--- src/sv/floyd_steinberg_palette_dither_assert.svh ---
// Assertion macros shared by the dither modules.
// Each check is sampled on the rising clock and is off while reset is held.
`ifndef FLOYD_STEINBERG_PALETTE_DITHER_ASSERT_SVH
`define FLOYD_STEINBERG_PALETTE_DITHER_ASSERT_SVH
`ifndef SYNTHESIS
`define FSPD_ASSERT(lbl, prop, msg) \
  lbl: assert property (@(posedge clk_i) disable iff (!rst_ni) prop) else $error(msg);
`define FSPD_ASSERT_NEVER(lbl, cond, msg) \
  lbl: assert property (@(posedge clk_i) disable iff (!rst_ni) !(cond)) else $error(msg);
`else
`define FSPD_ASSERT(lbl, prop, msg)
`define FSPD_ASSERT_NEVER(lbl, cond, msg)
`endif
`endif

--- src/sv/fspd_pkg.sv ---
package fspd_pkg;

  // Configuration register indexes.
  localparam logic [2:0] REG_IMAGE_WIDTH  = 3'd0;
  localparam logic [2:0] REG_IMAGE_HEIGHT = 3'd1;
  localparam logic [2:0] REG_PALETTE_SIZE = 3'd2;
  localparam logic [2:0] REG_ALPHA_LIMIT  = 3'd3;
  localparam logic [2:0] REG_HAS_ALPHA    = 3'd4;

  // Request type codes.
  localparam logic REQ_LOAD  = 1'b0;
  localparam logic REQ_PIXEL = 1'b1;

  // Accumulation steps, in the order the contributions are applied.
  localparam logic [1:0] STEP_UP_LEFT  = 2'd0;
  localparam logic [1:0] STEP_UP       = 2'd1;
  localparam logic [1:0] STEP_UP_RIGHT = 2'd2;
  localparam logic [1:0] STEP_LEFT     = 2'd3;

  // Squared distance width and its starting value.
  localparam int unsigned DIST_W = 18;
  localparam logic [DIST_W-1:0] DIST_MAX = '1;

  typedef enum logic [2:0] {
    ST_IDLE,
    ST_ACC,
    ST_SEARCH,
    ST_DRAIN,
    ST_ERR,
    ST_WRITE
  } state_e;

  typedef struct packed {
    logic [10:0] image_width;
    logic [10:0] image_height;
    logic [8:0]  palette_size;
    logic [7:0]  alpha_limit;
    logic        has_alpha;
  } cfg_t;

  typedef struct packed {
    logic       start;
    logic       load;
    logic       acc_en;
    logic [1:0] acc_step;
    logic       search_issue;
    logic       err_calc;
    logic       commit;
  } cmd_t;

  typedef struct packed {
    logic search_last;
    logic pipe_busy;
    logic out_blocked;
  } status_t;

endpackage

--- src/sv/fspd_ctrl.sv ---
`include "floyd_steinberg_palette_dither_assert.svh"

module fspd_ctrl (
  input  logic              clk_i,
  input  logic              rst_ni,
  input  logic              in_valid_i,
  input  logic              req_type_i,
  output logic              in_stall_o,
  input  fspd_pkg::status_t status_i,
  output fspd_pkg::cmd_t    cmd_o
);

  fspd_pkg::state_e state_q, state_d;
  logic [1:0]       step_q, step_d;

  // State and step registers.
  always_ff @(posedge clk_i or negedge rst_ni) begin
    if (!rst_ni) begin
      state_q <= fspd_pkg::ST_IDLE;
      step_q  <= 2'd0;
    end else begin
      state_q <= state_d;
      step_q  <= step_d;
    end
  end

  // Next state and commands to the datapath.
  always_comb begin
    state_d    = state_q;
    step_d     = step_q;
    cmd_o      = '0;
    in_stall_o = 1'b1;
    unique case (state_q)
      fspd_pkg::ST_IDLE: begin
        in_stall_o = 1'b0;
        step_d     = 2'd0;
        if (in_valid_i) begin
          if (req_type_i == fspd_pkg::REQ_PIXEL) begin
            cmd_o.start = 1'b1;
            state_d     = fspd_pkg::ST_ACC;
          end else begin
            cmd_o.load = 1'b1;
          end
        end
      end
      fspd_pkg::ST_ACC: begin
        cmd_o.acc_en   = 1'b1;
        cmd_o.acc_step = step_q;
        step_d         = step_q + 2'd1;
        if (step_q == fspd_pkg::STEP_LEFT) begin
          state_d = fspd_pkg::ST_SEARCH;
        end
      end
      fspd_pkg::ST_SEARCH: begin
        cmd_o.search_issue = 1'b1;
        if (status_i.search_last) begin
          state_d = fspd_pkg::ST_DRAIN;
        end
      end
      fspd_pkg::ST_DRAIN: begin
        if (!status_i.pipe_busy) begin
          state_d = fspd_pkg::ST_ERR;
        end
      end
      fspd_pkg::ST_ERR: begin
        cmd_o.err_calc = 1'b1;
        state_d        = fspd_pkg::ST_WRITE;
      end
      fspd_pkg::ST_WRITE: begin
        if (!status_i.out_blocked) begin
          cmd_o.commit = 1'b1;
          state_d      = fspd_pkg::ST_IDLE;
        end
      end
      default: begin
        state_d = fspd_pkg::ST_IDLE;
      end
    endcase
  end

  // The last palette address is followed by the pipeline drain.
  `FSPD_ASSERT(a_search_to_drain, (state_q == fspd_pkg::ST_SEARCH && status_i.search_last) |=> (state_q == fspd_pkg::ST_DRAIN), "search did not end in drain")

endmodule

--- config.mk ---
export PLATFORM = sky130hd
export DESIGN_NAME = fspd_ctrl
export DESIGN_NICKNAME = d
export VERILOG_FILES = /design/src/sv/fspd_pkg.sv /design/src/sv/fspd_ctrl.sv
export VERILOG_INCLUDE_DIRS = /design/src /design/src/sv
export SDC_FILE = /design/constraint.sdc
export NUM_CORES = 1
export LEC_CHECK = 0
export ABC_AREA = 0
export BUFFER_PORTS_ARGS = -buffer_cell sky130_fd_sc_hd__buf_2
export CAP_MARGIN = 20
export CORE_AREA = 2 2 39 41
export DETAILED_ROUTE_END_ITERATION = 7
export DIE_AREA = 0 0 41 43
export PLACE_DENSITY_LB_ADDON = 0.15
export SETUP_SLACK_MARGIN = 0.4
export SYNTH_ARGS = -nofsm -noshare
export SYNTH_HDL_FRONTEND = slang
export SYNTH_SLANG_ARGS = --single-unit
--- constraint.sdc ---
create_clock -name clk_i -period 1.9 [get_ports clk_i]
set_input_delay 0.095 -clock clk_i [delete_from_list [all_inputs] [get_ports clk_i]]
set_output_delay 0.095 -clock clk_i [all_outputs]
set_load 0.05 [all_outputs]
### After elaboration in Yosys (flattened, before gate mapping)

Cells that the tools add are included.

| cells by class | value |
|---|---|
| $add $sub $neg | 1 |
| multipliers | 0 |
| div/mod/pow operators | 0 |
| order comparisons | 0 |
| eq/ne operators | 12 |
| shift operators | 0 |
| muxes and demuxes | 18 |
| bitwise logic cells | 0 |
| reductions and logical operators | 3 |

Operator list:

| kind | count |
|---|---|
| $mux 3 | 7 |
| $pmux 3 s6 | 1 |
| $ne 2x2->1 const B | 6 |
| $mux 1 | 7 |
| $eq 3x2->1 const B | 2 |
| $eq 3x3->1 const B | 2 |
| $reduce_and 6->1 | 1 |
| $mux 2 | 2 |
| $pmux 2 s2 | 1 |
| $eq 3x1->1 const B | 1 |
| $logic_not 3->1 | 1 |
| $add 2x1->2 const B | 1 |
| $eq 2x2->1 const B | 1 |
| $reduce_bool 2->1 | 1 |

| word-level totals | value |
|---|---|
| bits in registers | 5 |
| bits in latches | 0 |
| bits in writable memories | 0 |
| bits in read-only memories | 0 |
| input port bits | 7 |
| word-level logic and storage cells | 36 |
| memories | 0 |

### Logic depth before layout (Yosys ltp)

Gate-level depths: netlist of the first run.

| logic depth | value |
|---|---|
| word-level depth | 3 |
| gate-level depth with buffers | 4 |
| depth with buffers taken out | 4 |

### Worst setup path after synthesis of the first run

No wires, ideal clock.

| timing path | value |
|---|---|
| path kind | register to output |
| start | register state_q[2] |
| end | output cmd_o[6] (netlist name) |
| arrival | 1.454 ns |
| required time | 1.805 ns |
| setup slack | 0.351 ns |
| stages on the path, launching flop included | 5 |
| cell sequence | dfrtp_1 buf_6 nor3_1 nand2_1 nor2_1 |

RTL lines:

| element | line | RTL |
|---|---|---|
| start, declared | fspd_ctrl.sv:13 | `fspd_pkg::state_e state_q, state_d;` |
| start signal, assigned | fspd_ctrl.sv:19 | `state_q <= fspd_pkg::ST_IDLE;` |
| start signal, assigned | fspd_ctrl.sv:22 | `state_q <= state_d;` |
| end, declared | fspd_ctrl.sv:10 | `output fspd_pkg::cmd_t cmd_o` |

==> results of run 1 <==
-- worst max-delay path: cells and delay by family, from the launching register on --
family,cells,cell delay (ps)
buffers and inverters,1,260
flip-flops,1,490
AND/OR/NAND/NOR,2,350
-- per-layer routing --
layer / GRT usage / vias up / part of all wire
met1: 0.138 / 152 / 0.47
met5: 0 / - / 0
met3: 0.0157 / 0 / 0.059
met4: 0.0800 / 0 / 0
met2: 0.141 / 9 / 0.47
li1: - / 178 / -
-- cell families after synthesis --
family / Yosys count / synth area share
simple gates: 23 / 0.342
compound gates: 9 / 0.151
buf+inv: 6 / 0.111
flops: 5 / 0.360
fa+ha+maj: 1 / 0.0360
-- state kept, by name (all words and copies together), names as in the netlist --
name / cells
state_q: 3
step_q: 2
-- placed cells by master (no fill, tap or decap), types with 2 or more instances in the layout --
cell | netlist | routed
buf_2 | 1 | 11
nor2b_1 | 2 | 2
and3_1 | 3 | 3
a21oi_1 | 2 | 2
inv_1 | 3 | 3
dfrtp_2 | 0 | 3
nand2b_1 | 3 | 3
clkbuf_4 | 0 | 5
nand2_1 | 6 | 6
o21ai_0 | 4 | 4
buf_4 | 0 | 2
dfrtp_1 | 5 | 2
nor2_1 | 4 | 2
-- metrics by stage --
| step | cell area (um^2) | hold slack, ps |
|---|---|---|
| final | 487 | 194 |
| after global placement | 418 | -83.8 |
| after detailed placement | 418 | -88.5 |
| after global routing | 487 | 217 |
| after floorplan | 350 | -201 |
| after CTS | 467 | 188 |
-- worst paths after layout --
path                       slack, ps  cells after the start         end
max                              470                      3    cmd_o[2]
min                              190                      2   step_q[0]
max reg2reg                      730                      4  state_q[0]
min reg2reg                      510                      1   step_q[0]
max in group asynchronous       1570                      2  state_q[0]
min in group clk_i               220                      3  state_q[2]
-- what timing repair did --
| item | 4_1_cts | 5_1_grt |
|---|---|---|
| gates cloned | 0 | 0 |
| hold endpoints to repair | 5 | 0 |
| resized for setup | 4 | 7 |
| setup endpoints to repair | 5 | 8 |
| pin swaps | 0 | 1 |
| hold buffers | 1 | 0 |
-- cells in the mapped netlist (2+ instances only) --
library cell	n	area (um^2)
inv_1	3	11.3
dfrtp_1	5	125
nor2b_1	2	12.5
a21oi_1	2	10.0
buf_6	2	22.5
o21ai_0	4	20.0
nor2_1	4	15.0
nand2b_1	3	18.8
nand2_1	6	22.5
and3_1	3	18.8
-- cell type report --
| type | instances | area [um^2] | area share |
|---|---|---|---|
| clock buffer | 4 | 26.3 | 0.0540 |
| inverter | 3 | 11.3 | 0.0231 |
| tap | 16 | 20.0 | 0.0411 |
| multi-input combinational | 33 | 205 | 0.422 |
| sequential | 5 | 129 | 0.265 |
| timing repair buffer | 16 | 95.1 | 0.195 |
==> results.md, run 1 <==
* Worst Path Arrival at 1340 ps
* Crit. Startpoint: state_q[1]
* Synth async-reset ratio at 1.00
* Tcrit/Tclk final at 0.755
* DR vias/cell at 4.40
* Synth Cell Area at 348 um^2
* DRC Markers at 0
* Largest net degree at the start of global routing at 13
* Area of the die at 1760 um^2
* Critical path's slowest cell: dfrtp_2
* Status: completed
* CTS H-tree lvls at 1
* Worst slack, placed at 568 ps
* CTS tree: yes
* Min Tclk post-route at 1430 ps
* Grt ovf at 0
* CTS Buf Count at 3
* Finished Layout Cells at 77
* Slew Viols, Final at 0
* DR vias at 339
* # setup viols final at 0
* Main flop type after synthesis: dfrtp_1
* EDFF count, synth at 0
* Clk_skew at 1.79 ps
* Clk_lat worst skew at 240 ps
* Tightest Pin Transition at 250 ps
* Buffers on Ports at 15
* Drt wl/cell at 10.1 um
* Max Clk Rate at 697 MHz
* Slew HR at 0.834
* Net count after synthesis at 52
* HPWL after DPL at 578 um
* Initial antenna violation count at 0
* Nets at 70
* Yosys warns at 0
* Register area share after synthesis at 0.360
* Placed insts at 72
* Overall Global Routing Usage at 0.103
* Gpl congestion at 0.689
* Reg clk slew, reported paths at 40 ps
* First-pass DRT Iterations at 2
* Final Hold Vio Count at 0
* Worst-path cell chain: or2b_1 -> nor2_1 -> buf_2
* Final worst slack at 466 ps
* Utilization after layout at 0.352
* CP endpoint kind: output port
* Critical path type: reg -> out
* Core ar. at 1380 um^2
* Routed wire length at 780 um
* Clk root buf: clkbuf_4
* Fillers at 152
* Worst Path Required at 1800 ps
* Initial Utilization at 0.251
* IO Pins at 16
* First-pass GRT wire length at 1210 um
* Critical R2R Launch: step_q[0]
* Max Cap Violations at 0
* HP Class: in -> async
* Die Span Y at 43 um
* Die width at 41 um
* Share of cells above drive strength 1 at 0.393
* CTS Buffer Depth at 2
* P&R area growth vs syn at 39.9%
* Syn Area/Cell at 7.91 um^2
* Post-Syn Instances at 44
* Startpoint Class: flop
* CP max stage delay at 490 ps
* Rows at 14
* Distinct cell type count after synthesis at 20
* Vias in the first global route at 280
* RSZ-0062 raised after global routing: no
* Synth Register Bits at 5
* Antenna cell count at 0
* CTS Sinks at 5
* Post-route ant nets at 0
* Fin Setup TNS at 0 ps
* Number of setup buffers added after CTS at 0
* Initial DRC count at 8
* Crit-path max FO at 11
Power of run 1 is left out: the tool's default activity adds up to more than one toggle a clock period on the data nets, which glitch-free logic cannot reach.
==> inputs of run 2 (changes only) <==
==> constraint.sdc (replaced) <==
create_clock -name clk_i -period 1.2 [get_ports clk_i]
set_input_delay 0.06 -clock clk_i [delete_from_list [all_inputs] [get_ports clk_i]]
set_output_delay 0.06 -clock clk_i [all_outputs]
set_load 0.05 [all_outputs]
==> run 2 against run 1 <==
The run now ends with negative setup slack left. Final cell count grew 16%. Register-to-register slack got worse by 730 ps. First-iteration DRC count shrank 63%. Routed wire length grew 18%. Clock-buffer cell count did not move. Global-route usage up 2.0 points. Critical path depth rose by 1. Sequential share of layout area shrank 7.4 points. Critical path type unchanged. Critical endpoint is now cmd_o[7]. Largest cell class unchanged.
==> results.md, run 2 (synthesis gave the netlist of run 1 again) <==
* Initial DRC count at 3 (-5)
* CTS Sinks at 5 (unchanged)
* Largest net degree at the start of global routing at 6 (-7)
* Commonest non-fill, non-tap cell in the layout: buf_4
* Status: complete, but fails checks
* RSZ-0062 raised after global routing: yes
* CTS H-tree lvls at 1 (unchanged)
* Worst slack, placed at -31.4 ps (-600 ps)
* Worst Path Arrival at 1310 ps (-30 ps)
* Largest registers: state_q (3), step_q (2)
* # setup viols final at 10 (+10)
* Share of cells above drive strength 1 at 0.699 (+0.305)
* Slew HR at 0.873 (+0.0392)
* Tightest Pin Transition at 190 ps (-60.5 ps)
* CTS Buf Count at 3 (unchanged)
* Flip-flop count of the largest register after layout at 3 (unchanged)
* Max Cap Violations at 0 (unchanged)
* Post-route ant nets at 0 (unchanged)
* Rows at 14 (unchanged)
* Finished Layout Cells at 89 (+16%)
* Utilization after layout at 0.488 (+0.137)
* Reg-to-reg slack, setup at 0 ps (-730 ps)
* Drt wl/cell at 10.3 um (+1.9%)
* DR vias at 408 (+20%)
* First-pass GRT wire length at 1380 um (+14%)
* P&R area growth vs syn at 94.2%
* Critical path type: reg -> out
* CTS Buffer Depth at 2 (unchanged)
* Initial Utilization at 0.251 (unchanged)
* Crit. Startpoint: state_q[1]
* Finished Cell Area at 676 um^2 (+39%)
* CTS tree: yes
* Register with the most flip-flops: state_q
* Tcrit/Tclk final at 1.14
* Register area at 129 um^2 (unchanged)
* Area of the die at 1760 um^2 (unchanged)
* Buffers on Ports at 15 (unchanged)
* Critical Path End: cmd_o[7]
* FF-to-FF End: state_q[0]
* Overall Global Routing Usage at 0.123 (+0.0203)
* Violated checks: negative setup slack
* CP endpoint kind: output port
* HP Class: in -> async
* Commonest non-fill, non-tap cells in the layout: buf_4, buf_2, nand2_1
* Die Span Y at 43 um (unchanged)
* DR vias/cell at 4.58 (+4.1%)
* Clk_lat worst skew at 240 ps (about the same)
* First-pass DRT Iterations at 2 (unchanged)
* IO Pins at 16 (unchanged)
* Min Tclk post-route at 1370 ps
* Initial antenna violation count at 0 (unchanged)
* Core ar. at 1380 um^2 (unchanged)
* Max Clk Rate at 732 MHz
* Clk root buf: clkbuf_4
* Final Hold Vio Count at 0 (unchanged)
* Slew Viols, Final at 0 (unchanged)
* Gpl congestion at 0.706 (+2.5%)
* DRC Markers at 0 (unchanged)
* FF-to-FF path depth at 5 (+1)
* Vias in the first global route at 338 (+21%)
* Grt ovf at 0 (unchanged)
* Fillers at 137 (-9.9%)
* Placed cell area at 537 um^2 (+28%)
* Die width at 41 um (unchanged)
* Routed wire length at 919 um (+18%)
* Crit-path max FO at 5 (-6)
* Clk_skew at 4.28 ps (+2.50 ps)
* Worst Path Required at 1140 ps (-660 ps)
* Nets at 82 (+17%)
* Multi-input gate area at 258 um^2 (+26%)
* Final worst slack at -166 ps (-633 ps)
* Placed insts at 80 (+11%)
* Startpoint Class: flop
* Critical R2R Launch: state_q[1]
* Reg clk slew, reported paths at 40 ps (about the same)
* HPWL after DPL at 667 um (+15%)
* Antenna cell count at 0 (unchanged)
## run 2: metrics by stage
| step | hold slack (ps) | setup TNS (ps) |
|---|---|---|
| 2_1_floorplan | -236 | 0 |
| 6_report | 155 | -1060 |
| 3_3_place_gp | -118 | -71.4 |
| 5_1_grt | 167 | -1830 |
| 4_1_cts | 144 | -1210 |
| 3_5_place_dp | -119 | -140 |
## run 2: worst max-delay path, stage by stage (launching register included)
cell and delay, ps:
dfrtp_2 430, buf_6 130, nor3_4 150, and3_2 210
buf_6 150
## run 2: what timing repair did
action                                  4_1_cts  5_1_grt
resized for setup                            23        6
endpoints found under the hold margin         5        0
endpoints found under the setup margin       14       14
pin swaps                                     5        2
buffers inserted                              4        0
hold buffers                                  1        0
## run 2: cell type report
class / instances / share of cell area
flip-flops and latches: 5 / 0.191
repair buffers: 28 / 0.337
well taps: 16 / 0.0296
clock buffers: 4 / 0.0389
inverters: 3 / 0.0222
multi-input cells: 33 / 0.381
## run 2: worst min-delay path by stage
stage / from / to / slack (ps) / depth (start not counted)
floorplan: rst_ni / state_q[0] / -240 / 0
global placement: rst_ni / step_q[1] / -120 / 1
detailed placement: rst_ni / step_q[1] / -120 / 1
CTS: status_i[1] / state_q[2] / 140 / 3
global route: rst_ni / state_q[0] / 170 / 2
finish: rst_ni / state_q[2] / 160 / 2
## run 2: metal layers
metal  global-route usage  routed length [um]  vias to the layer above
li1                     -                   -                      209
met2                0.184                 504                       12
met3               0.0628                  58                        0
met4               0.0600                   0                        0
met5                    0                   0                        -
met1                0.138                 356                      187
Power of run 2 is left out for the same reason.
